<file path="config.mk">
export PLATFORM = sky130hd
export DESIGN_NAME = enabled_item_slot_set
export DESIGN_NICKNAME = d
export VERILOG_FILES = /design/src/rtl/eiss_pkg.sv /design/src/rtl/enabled_item_slot_set.sv /design/src/rtl/eiss_cell.sv /design/src/rtl/eiss_ctrl.sv
export SDC_FILE = /design/constraint.sdc
export NUM_CORES = 2
export LEC_CHECK = 0
export BUFFER_PORTS_ARGS = -buffer_cell sky130_fd_sc_hd__buf_2
export CELL_PAD_IN_SITES_DETAIL_PLACEMENT = 1
export CELL_PAD_IN_SITES_GLOBAL_PLACEMENT = 2
export CORE_ASPECT_RATIO = 2
export CORE_UTILIZATION = 30
export CTS_BUF_LIST = sky130_fd_sc_hd__clkbuf_2 sky130_fd_sc_hd__clkbuf_4 sky130_fd_sc_hd__clkbuf_8
export CTS_CLUSTER_SIZE = 10
export DETAILED_ROUTE_END_ITERATION = 10
export PLACE_DENSITY = 0.7
export SLEW_MARGIN = 20
export SYNTH_ARGS = -nofsm -noshare
export SYNTH_HDL_FRONTEND = slang
export SYNTH_HIERARCHICAL = 1
export SYNTH_SLANG_ARGS = --single-unit
</file>
<file path="constraint.sdc">
create_clock -name i_clk -period 4.8 [get_ports i_clk]
set_input_delay 0 -clock i_clk [delete_from_list [all_inputs] [get_ports i_clk]]
set_output_delay 0 -clock i_clk [all_outputs]
set_load 0.02 [all_outputs]
</file>
<file path="src/rtl/eiss_pkg.sv">
// ----------------------------------------------------------------------------
// eiss_pkg
// Shared types and constants of the enabled item slot set: sizes, codes,
// the token that runs down the slot chain and the slot write command.
// ----------------------------------------------------------------------------
package eiss_pkg;

    localparam int SLOTS    = 8;
    localparam int HANDLE_W = 32;
    localparam int IDX_W    = (SLOTS > 1) ? $clog2(SLOTS) : 1;
    localparam int CNT_W    = $clog2(SLOTS + 1);
    localparam int CFG_W    = 4;
    localparam int NUM_TBL  = 3;

    typedef enum logic [1:0] {
        MODE_ENABLE,
        MODE_DISABLE,
        MODE_CHECK,
        MODE_SET_ENV
    } t_mode;

    typedef enum logic [1:0] {
        TBL_LIGHT,
        TBL_CLIP,
        TBL_HORIZON,
        TBL_NONE
    } t_tbl;

    typedef enum logic [2:0] {
        STAT_ADDED,
        STAT_PRESENT,
        STAT_REMOVED,
        STAT_NOT_FOUND,
        STAT_FULL,
        STAT_ENV_SET,
        STAT_NOTHING
    } t_status;

    typedef enum logic [1:0] {
        S_IDLE,
        S_SCAN,
        S_COMMIT
    } t_state;

    localparam logic [1:0] CFG_LIGHT   = 2'd0;
    localparam logic [1:0] CFG_CLIP    = 2'd1;
    localparam logic [1:0] CFG_HORIZON = 2'd2;

    // Search token: carries one item down the chain and collects the hits.
    typedef struct packed {
        logic                valid;
        t_mode               mode;
        t_tbl                sel;
        logic [HANDLE_W-1:0] handle;
        logic [CNT_W-1:0]    limit;
        logic                found;
        logic [IDX_W-1:0]    found_idx;
        logic                free_seen;
        logic [IDX_W-1:0]    free_idx;
    } t_token;

    // Slot write command broadcast to all cells.
    typedef struct packed {
        logic                en;
        t_tbl                sel;
        logic [IDX_W-1:0]    idx;
        logic [HANDLE_W-1:0] data;
    } t_wr;

endpackage

</file>
<file path="src/rtl/enabled_item_slot_set.sv">
// ----------------------------------------------------------------------------
// enabled_item_slot_set
// Three small handle tables (lights, clip planes, horizon planes) and one
// environment handle, searched by a token running along a chain of slots.
// ----------------------------------------------------------------------------
// Usage:
//   Input channel (i_valid / o_stall) carries one item: mode, table select
//   and handle. Output channel (o_valid / i_stall) returns exactly one result
//   item per input item, in order.
//   An accepted item becomes a token that walks the slot chain, one cell per
//   cycle, collecting the first matching slot and the first free usable slot.
//   At the end of the chain the controller commits: writes or clears at most one slot,
//   updates the table count and the environment, and loads the result
//   register.
//   The walk through the chain sets the pace: the block takes one item at a
//   time and opens intake again only once the token has left the chain and
//   its result has been committed.
//   A waiting result does not block intake: the next item is taken while the
//   result register is still held; its commit waits until that result is
//   taken, so a stalled receiver eventually stalls the sender.
//   Reset (synchronous, active low) clears all tables, counts and the
//   environment and restores slot limits 8, 6 and 4. No clearing pass.
//   Intake is stalled while reset is held.
//   Configuration writes are taken in any cycle; issue them only while idle.
// ----------------------------------------------------------------------------
module enabled_item_slot_set
    import eiss_pkg::*;
(
    input  logic                i_clk,
    input  logic                i_rst_n,
    input  logic                i_valid,
    output logic                o_stall,
    input  logic [1:0]          i_mode,
    input  logic [1:0]          i_table_select,
    input  logic [HANDLE_W-1:0] i_handle,
    output logic                o_valid,
    input  logic                i_stall,
    output logic [2:0]          o_status,
    output logic [2:0]          o_slot_index,
    output logic [3:0]          o_table_count,
    output logic [HANDLE_W-1:0] o_previous_environment,
    output logic                o_environment_cleared,
    input  logic                i_cfg_we,
    input  logic [1:0]          i_cfg_index,
    input  logic [CFG_W-1:0]    i_cfg_data
);

    // token links: w_tok[0] is the launch point, w_tok[SLOTS] leaves the chain
    t_token w_tok [SLOTS+1];
    t_wr    w_wr;

    eiss_ctrl u_ctrl (
        .i_clk                  (i_clk),
        .i_rst_n                (i_rst_n),
        .i_valid                (i_valid),
        .o_stall                (o_stall),
        .i_mode                 (i_mode),
        .i_table_select         (i_table_select),
        .i_handle               (i_handle),
        .i_cfg_we               (i_cfg_we),
        .i_cfg_index            (i_cfg_index),
        .i_cfg_data             (i_cfg_data),
        .o_tok                  (w_tok[0]),
        .i_tok                  (w_tok[SLOTS]),
        .o_wr                   (w_wr),
        .o_valid                (o_valid),
        .i_stall                (i_stall),
        .o_status               (o_status),
        .o_slot_index           (o_slot_index),
        .o_table_count          (o_table_count),
        .o_previous_environment (o_previous_environment),
        .o_environment_cleared  (o_environment_cleared)
    );

    // one cell per slot; the token advances one cell each cycle
    for (genvar g = 0; g < SLOTS; g++) begin : g_cell
        eiss_cell u_cell (
            .i_clk      (i_clk),
            .i_rst_n    (i_rst_n),
            .i_cell_idx (IDX_W'(g)),
            .i_tok      (w_tok[g]),
            .i_wr       (w_wr),
            .o_tok      (w_tok[g+1])
        );
    end

endmodule

</file>
<file path="src/rtl/eiss_cell.sv">
// ----------------------------------------------------------------------------
// eiss_cell
// One slot of all three tables. Checks the passing token against its entry
// and hands the token to the next cell.
// ----------------------------------------------------------------------------
module eiss_cell
    import eiss_pkg::*;
(
    input  logic             i_clk,
    input  logic             i_rst_n,
    input  logic [IDX_W-1:0] i_cell_idx,
    input  t_token           i_tok,
    input  t_wr              i_wr,
    output t_token           o_tok
);

    logic [HANDLE_W-1:0] r_entry [NUM_TBL];
    t_token              r_tok;
    t_token              n_tok;
    logic [HANDLE_W-1:0] w_cur;
    logic                w_has_tbl;
    logic                w_usable;

    always_comb begin
        w_has_tbl = 1'b1;
        case (i_tok.sel)
            TBL_LIGHT:   w_cur = r_entry[0];
            TBL_CLIP:    w_cur = r_entry[1];
            TBL_HORIZON: w_cur = r_entry[2];
            default: begin
                w_cur     = '0;
                w_has_tbl = 1'b0;
            end
        endcase
    end

    assign w_usable = w_has_tbl && (CNT_W'(i_cell_idx) < i_tok.limit);

    // first match and first free slot, lowest index wins
    always_comb begin
        n_tok = i_tok;
        if (w_usable && !i_tok.found && (w_cur == i_tok.handle)) begin
            n_tok.found     = 1'b1;
            n_tok.found_idx = i_cell_idx;
        end
        if (w_usable && !i_tok.free_seen && (w_cur == '0)) begin
            n_tok.free_seen = 1'b1;
            n_tok.free_idx  = i_cell_idx;
        end
    end

    always_ff @(posedge i_clk) begin
        if (!i_rst_n) begin
            r_tok <= '0;
        end else begin
            r_tok <= n_tok;
        end
    end

    always_ff @(posedge i_clk) begin
        if (!i_rst_n) begin
            for (int t = 0; t < NUM_TBL; t++) begin
                r_entry[t] <= '0;
            end
        end else if (i_wr.en && (i_wr.idx == i_cell_idx)) begin
            case (i_wr.sel)
                TBL_LIGHT:   r_entry[0] <= i_wr.data;
                TBL_CLIP:    r_entry[1] <= i_wr.data;
                TBL_HORIZON: r_entry[2] <= i_wr.data;
                default: ;
            endcase
        end
    end

    assign o_tok = r_tok;

endmodule

</file>
<file path="src/rtl/eiss_ctrl.sv">
// ----------------------------------------------------------------------------
// eiss_ctrl
// Sequencer of the slot set: takes items, launches tokens into the chain,
// commits the outcome and holds the result register.
// ----------------------------------------------------------------------------
module eiss_ctrl
    import eiss_pkg::*;
(
    input  logic                i_clk,
    input  logic                i_rst_n,
    input  logic                i_valid,
    output logic                o_stall,
    input  logic [1:0]          i_mode,
    input  logic [1:0]          i_table_select,
    input  logic [HANDLE_W-1:0] i_handle,
    input  logic                i_cfg_we,
    input  logic [1:0]          i_cfg_index,
    input  logic [CFG_W-1:0]    i_cfg_data,
    output t_token              o_tok,
    input  t_token              i_tok,
    output t_wr                 o_wr,
    output logic                o_valid,
    input  logic                i_stall,
    output logic [2:0]          o_status,
    output logic [2:0]          o_slot_index,
    output logic [3:0]          o_table_count,
    output logic [HANDLE_W-1:0] o_previous_environment,
    output logic                o_environment_cleared
);

    t_state              r_state, n_state;
    t_token              r_tok;
    logic [CFG_W-1:0]    r_cfg   [NUM_TBL];
    logic [CNT_W-1:0]    r_count [NUM_TBL];
    logic [HANDLE_W-1:0] r_env;
    logic                r_ovalid;
    logic [2:0]          r_status;
    logic [2:0]          r_slot;
    logic [3:0]          r_cnt_out;
    logic [HANDLE_W-1:0] r_prev_env;
    logic                r_cleared;

    logic                w_accept;
    logic                w_out_free;
    logic                w_commit;
    logic [CFG_W-1:0]    w_cfg_sel;
    logic [CNT_W-1:0]    w_limit;
    logic [CNT_W-1:0]    w_cnt_cur;
    logic [CNT_W-1:0]    w_cnt_new;
    t_status             w_status;
    logic [IDX_W-1:0]    w_slot;
    logic [HANDLE_W-1:0] w_env_new;
    logic                w_clr;
    t_wr                 w_wr;

    assign w_accept   = i_valid && !o_stall;
    assign w_out_free = !r_ovalid || !i_stall;

    // usable slot limit of the selected table, clamped to the chain length
    always_comb begin
        case (t_tbl'(i_table_select))
            TBL_LIGHT:   w_cfg_sel = r_cfg[0];
            TBL_CLIP:    w_cfg_sel = r_cfg[1];
            TBL_HORIZON: w_cfg_sel = r_cfg[2];
            default:     w_cfg_sel = '0;
        endcase
        w_limit = (int'(w_cfg_sel) > SLOTS) ? CNT_W'(SLOTS) : CNT_W'(w_cfg_sel);
    end

    always_comb begin
        o_tok           = '0;
        o_tok.valid     = w_accept;
        o_tok.mode      = t_mode'(i_mode);
        o_tok.sel       = t_tbl'(i_table_select);
        o_tok.handle    = i_handle;
        o_tok.limit     = w_limit;
    end

    // next state
    always_comb begin
        n_state = r_state;
        case (r_state)
            S_IDLE:   if (w_accept) n_state = S_SCAN;
            S_SCAN:   if (i_tok.valid) n_state = S_COMMIT;
            S_COMMIT: if (w_out_free) n_state = S_IDLE;
            default:  n_state = S_IDLE;
        endcase
    end

    // state outputs; hold intake closed while reset is asserted
    always_comb begin
        o_stall  = 1'b1;
        w_commit = 1'b0;
        case (r_state)
            S_IDLE:   o_stall = !i_rst_n;
            S_COMMIT: w_commit = w_out_free;
            default:  ;
        endcase
    end

    always_comb begin
        case (r_tok.sel)
            TBL_LIGHT:   w_cnt_cur = r_count[0];
            TBL_CLIP:    w_cnt_cur = r_count[1];
            TBL_HORIZON: w_cnt_cur = r_count[2];
            default:     w_cnt_cur = '0;
        endcase
    end

    // outcome of the finished search
    always_comb begin
        w_status  = STAT_NOTHING;
        w_slot    = '0;
        w_cnt_new = w_cnt_cur;
        w_env_new = r_env;
        w_clr     = 1'b0;
        w_wr      = '0;
        w_wr.sel  = r_tok.sel;
        if (r_tok.mode == MODE_SET_ENV) begin
            w_env_new = r_tok.handle;
            w_status  = STAT_ENV_SET;
        end else begin
            if ((r_tok.mode == MODE_CHECK) && (r_env != '0) && (r_env == r_tok.handle)) begin
                w_env_new = '0;
                w_clr     = 1'b1;
            end
            if ((r_tok.sel != TBL_NONE) && (r_tok.handle != '0)) begin
                if (r_tok.mode == MODE_ENABLE) begin
                    if (r_tok.found) begin
                        w_status = STAT_PRESENT;
                        w_slot   = r_tok.found_idx;
                    end else if (r_tok.free_seen) begin
                        w_status  = STAT_ADDED;
                        w_slot    = r_tok.free_idx;
                        w_cnt_new = w_cnt_cur + 1'b1;
                        w_wr.en   = 1'b1;
                        w_wr.idx  = r_tok.free_idx;
                        w_wr.data = r_tok.handle;
                    end else begin
                        w_status = STAT_FULL;
                    end
                end else begin
                    if (r_tok.found) begin
                        w_status = STAT_REMOVED;
                        w_slot   = r_tok.found_idx;
                        if (w_cnt_cur != '0) begin
                            w_cnt_new = w_cnt_cur - 1'b1;
                        end
                        w_wr.en   = 1'b1;
                        w_wr.idx  = r_tok.found_idx;
                    end else begin
                        w_status = STAT_NOT_FOUND;
                    end
                end
            end
        end
    end

    always_comb begin
        o_wr    = w_wr;
        o_wr.en = w_wr.en && w_commit;
    end

    always_ff @(posedge i_clk) begin
        if (!i_rst_n) begin
            r_state <= S_IDLE;
        end else begin
            r_state <= n_state;
        end
    end

    // park the finished token until the result register is free
    always_ff @(posedge i_clk) begin
        if ((r_state == S_SCAN) && i_tok.valid) begin
            r_tok <= i_tok;
        end
    end

    always_ff @(posedge i_clk) begin
        if (!i_rst_n) begin
            r_cfg[0] <= CFG_W'(8);
            r_cfg[1] <= CFG_W'(6);
            r_cfg[2] <= CFG_W'(4);
        end else if (i_cfg_we) begin
            case (i_cfg_index)
                CFG_LIGHT:   r_cfg[0] <= i_cfg_data;
                CFG_CLIP:    r_cfg[1] <= i_cfg_data;
                CFG_HORIZON: r_cfg[2] <= i_cfg_data;
                default:     ;
            endcase
        end
    end

    always_ff @(posedge i_clk) begin
        if (!i_rst_n) begin
            for (int t = 0; t < NUM_TBL; t++) begin
                r_count[t] <= '0;
            end
            r_env <= '0;
        end else if (w_commit) begin
            r_env <= w_env_new;
            case (r_tok.sel)
                TBL_LIGHT:   r_count[0] <= w_cnt_new;
                TBL_CLIP:    r_count[1] <= w_cnt_new;
                TBL_HORIZON: r_count[2] <= w_cnt_new;
                default:     ;
            endcase
        end
    end

    always_ff @(posedge i_clk) begin
        if (!i_rst_n) begin
            r_ovalid <= 1'b0;
        end else if (w_commit) begin
            r_ovalid <= 1'b1;
        end else if (!i_stall) begin
            r_ovalid <= 1'b0;
        end
    end

    always_ff @(posedge i_clk) begin
        if (w_commit) begin
            r_status   <= w_status;
            r_slot     <= 3'(w_slot);
            r_cnt_out  <= 4'(w_cnt_new);
            r_prev_env <= r_env;
            r_cleared  <= w_clr;
        end
    end

    assign o_valid                = r_ovalid;
    assign o_status               = r_status;
    assign o_slot_index           = r_slot;
    assign o_table_count          = r_cnt_out;
    assign o_previous_environment = r_prev_env;
    assign o_environment_cleared  = r_cleared;

endmodule

</file>
==> impl_metrics.json <==
{
  "max-clock-path-buffers": 4,
  "firstDrtPassIters": 5,
  "drtAntennaViolNets": 0,
  "vias": 40402,
  "drive_gt1_share_pct": 14.4,
  "final_cells": 8133,
  "syn-instance-count": 4966,
  "drc_errors": 0,
  "die_w_um": 321,
  "arrival_ps": 4790,
  "grt_overflow": 0,
  "p_leak_nw": 23.9,
  "die_h_um": 640,
  "slew_violations": 0,
  "hold_violations": 0,
  "rows": 234,
  "slowest_stage": "nor4_1",
  "initial_core_util_pct": 30.1,
  "wirelength_um": 193000,
  "dp_cells": 7663,
  "period_minus_slack_ps": 4230,
  "cp-start-kind": "flip-flop",
  "ys_warn_count": 6,
  "gp_congestion": 0.884,
  "skew_ps": 70.9,
  "drtIter0Drc": 1709,
  "path_cells": "nor4_1 > nand4_1 > o211ai_2 > a21oi_1 > buf_4 > xnor2_1 > nand4_1 > buf_4 > nor2_1 > nand2_1 > nand2_1 > buf_12",
  "cap_violations": 0,
  "cp_num_buf_inv": 3,
  "cts-root-buf": "clkbuf_8",
  "cts_tree": "yes",
  "hpwl_um": 147000,
  "syn-cell-area_um2": 61100,
  "antenna_found_initial": 20,
  "fmax_mhz": 236,
  "slowest_delay_ps": 950,
  "r2r_slack_ps": 570,
  "status": "complete, no violations",
  "power_density_nw_per_um2": 344,
  "dieArea_um2": 206000,
  "setup_tns_ps": 0,
  "syn-mean-instance-area_um2": 12.3,
  "syn2layout_area_growth_pct": 15.1,
  "worst_ir_drop_vdd_uv": 295,
  "tightest_slew_ps": 1300,
  "ios": 92,
  "grt_max_degree": 144,
  "setup_viol": 0,
  "worstHoldPathType": "primary input to flip-flop",
  "end_kind": "flip-flop",
  "path_class": "flip-flop to flip-flop",
  "core_area_um2": 203000,
  "portBuffers": 91,
  "h-tree-depth": 4,
  "clkSlewWorstSetupHoldPaths_ps": 60,
  "cp.required_ps": 5370,
  "slew_headroom_pct": 13.6,
  "routedWlPerCell_um": 23.8,
  "rsz0062_at_grt": "false",
  "clock_sinks": 1302,
  "grt_pass1_vias": 43502,
  "via_per_inst": 4.97,
  "crit_path_max_fanout": 32,
  "finalCritPeriodShare_pct": 88.1,
  "fin_total_pwr_mw": 24.2,
  "grt_pass1_wl_um": 281000,
  "ctsResizeCount": 0,
  "grt_usage_pct": 18.5,
  "post-cts-setup-buffers": 0,
  "numCtsBuffers": 201,
  "insertion_delay_ps": 960,
  "layout.nets": 5314,
  "cp_top_family": "simple AND/OR/NAND/NOR gates"
}
==> through the flow <==
step / cell area (um^2) / hold slack, ps / utilization (%) / worst slack, ps
3_3_place_gp: 64800 / 232 / 31.9 / 788
2_1_floorplan: 61500 / 167 / - / 61.2
3_5_place_dp: 64800 / 221 / 32.0 / 732
6_report: 70300 / 86.7 / 34.7 / 571
5_1_grt: 70300 / 47.5 / 34.7 / 604
4_1_cts: 70300 / 9.34 / 34.7 / 674
==> metal layers <==
| layer | GRT usage (%) | routed length, um |
|---|---|---|
| met4 | 15.1 | 17500 |
| met3 | 2.10 | 4840 |
| met5 | 0 | 0 |
| met1 | 15.1 | 58300 |
| met2 | 38.3 | 113000 |
==> final cells by class <==
cell class | count | area [um^2]
clock inverters | 88 | 943
inverters | 66 | 248
diodes | 7 | 17.5
flip-flops and latches | 1302 | 34900
repair buffers | 318 | 2800
well taps | 2714 | 3400
multi-input cells | 3360 | 24500
fillers | 21918 | 133000
clock buffers | 278 | 3540
==> sequential cells by signal, summed over array words and instances (netlist names) <==
| signal | cells |
|---|---|
| u_ctrl/o_previous_environment | 32 |
| u_ctrl/o_wr | 2 |
| u_ctrl/o_table_count | 4 |
| g_cell.u_cell/r_entry | 768 |
| u_ctrl/o_environment_cleared | 1 |
| u_ctrl/o_slot_index | 3 |
| g_cell.u_cell/o_tok | 388 |
| u_ctrl/o_valid | 1 |
| u_ctrl/r_tok | 42 |
| u_ctrl/o_status | 3 |
| u_ctrl/r_state | 2 |
| u_ctrl/r_env | 32 |
| u_ctrl/r_count | 12 |
| u_ctrl/r_cfg | 12 |
==> cell usage in the layout (no fill, tap or decap), drive strengths merged, types with 10 or more instances in the layout <==
master and n:
a22oi 81, nand2 140, and2 647, nor3 18, o21ai 73, nor2 111, o41ai 32, a221o 16
o211ai 11, a21oi 45, conb 104, mux2i 265, mux2 57, nor4 121, nand4b 160, ha 18
xor2 45, o221ai 152, dlygate4sd3 97, nor2b 227, or4 41, edfxtp 879, clkinv 59, a21boi 34
o21a 21, dfxtp 423, nand3b 10, inv 67, nand2b 352, bufinv 20, clkbuf 278, o22ai 88
xnor2 77, nand4 62, a211oi 35, buf 221, nor4b 10, a221oi 16, o31ai 25, nor3b 171
==> worst min-delay path: cells and delay by family <==
family                 cells  cell delay [ps]
buffers and inverters      2              720
and+or+nand+nor            1              180
==> power by group <==
part,internal (mW),switching [mW],total [mW]
registers,12.2,0.257,12.5
clock network,5.86,4.44,10.3
logic,0.555,0.832,1.39
total,18.6,5.53,24.2
==> worst paths after layout <==
| check | startpoint | to | depth (start not counted) |
|---|---|---|---|
| worst min register to register | g_cell[7].u_cell/o_tok[28] | u_ctrl/r_tok[28] | 0 |
| worst max register to register | u_ctrl/r_tok[36] | g_cell[0].u_cell/r_entry[0][32] | 12 |
| worst min-delay path | i_handle[12] | g_cell[0].u_cell/o_tok[24] | 3 |
| worst max-delay path | u_ctrl/r_tok[36] | g_cell[0].u_cell/r_entry[0][32] | 12 |
==> timing repair <==
action	in CTS	in global routing
hold endpoints to repair	321	0
hold buffers	97	0
endpoints found under the setup margin	0	0
(Power assumes the default switching activity.)
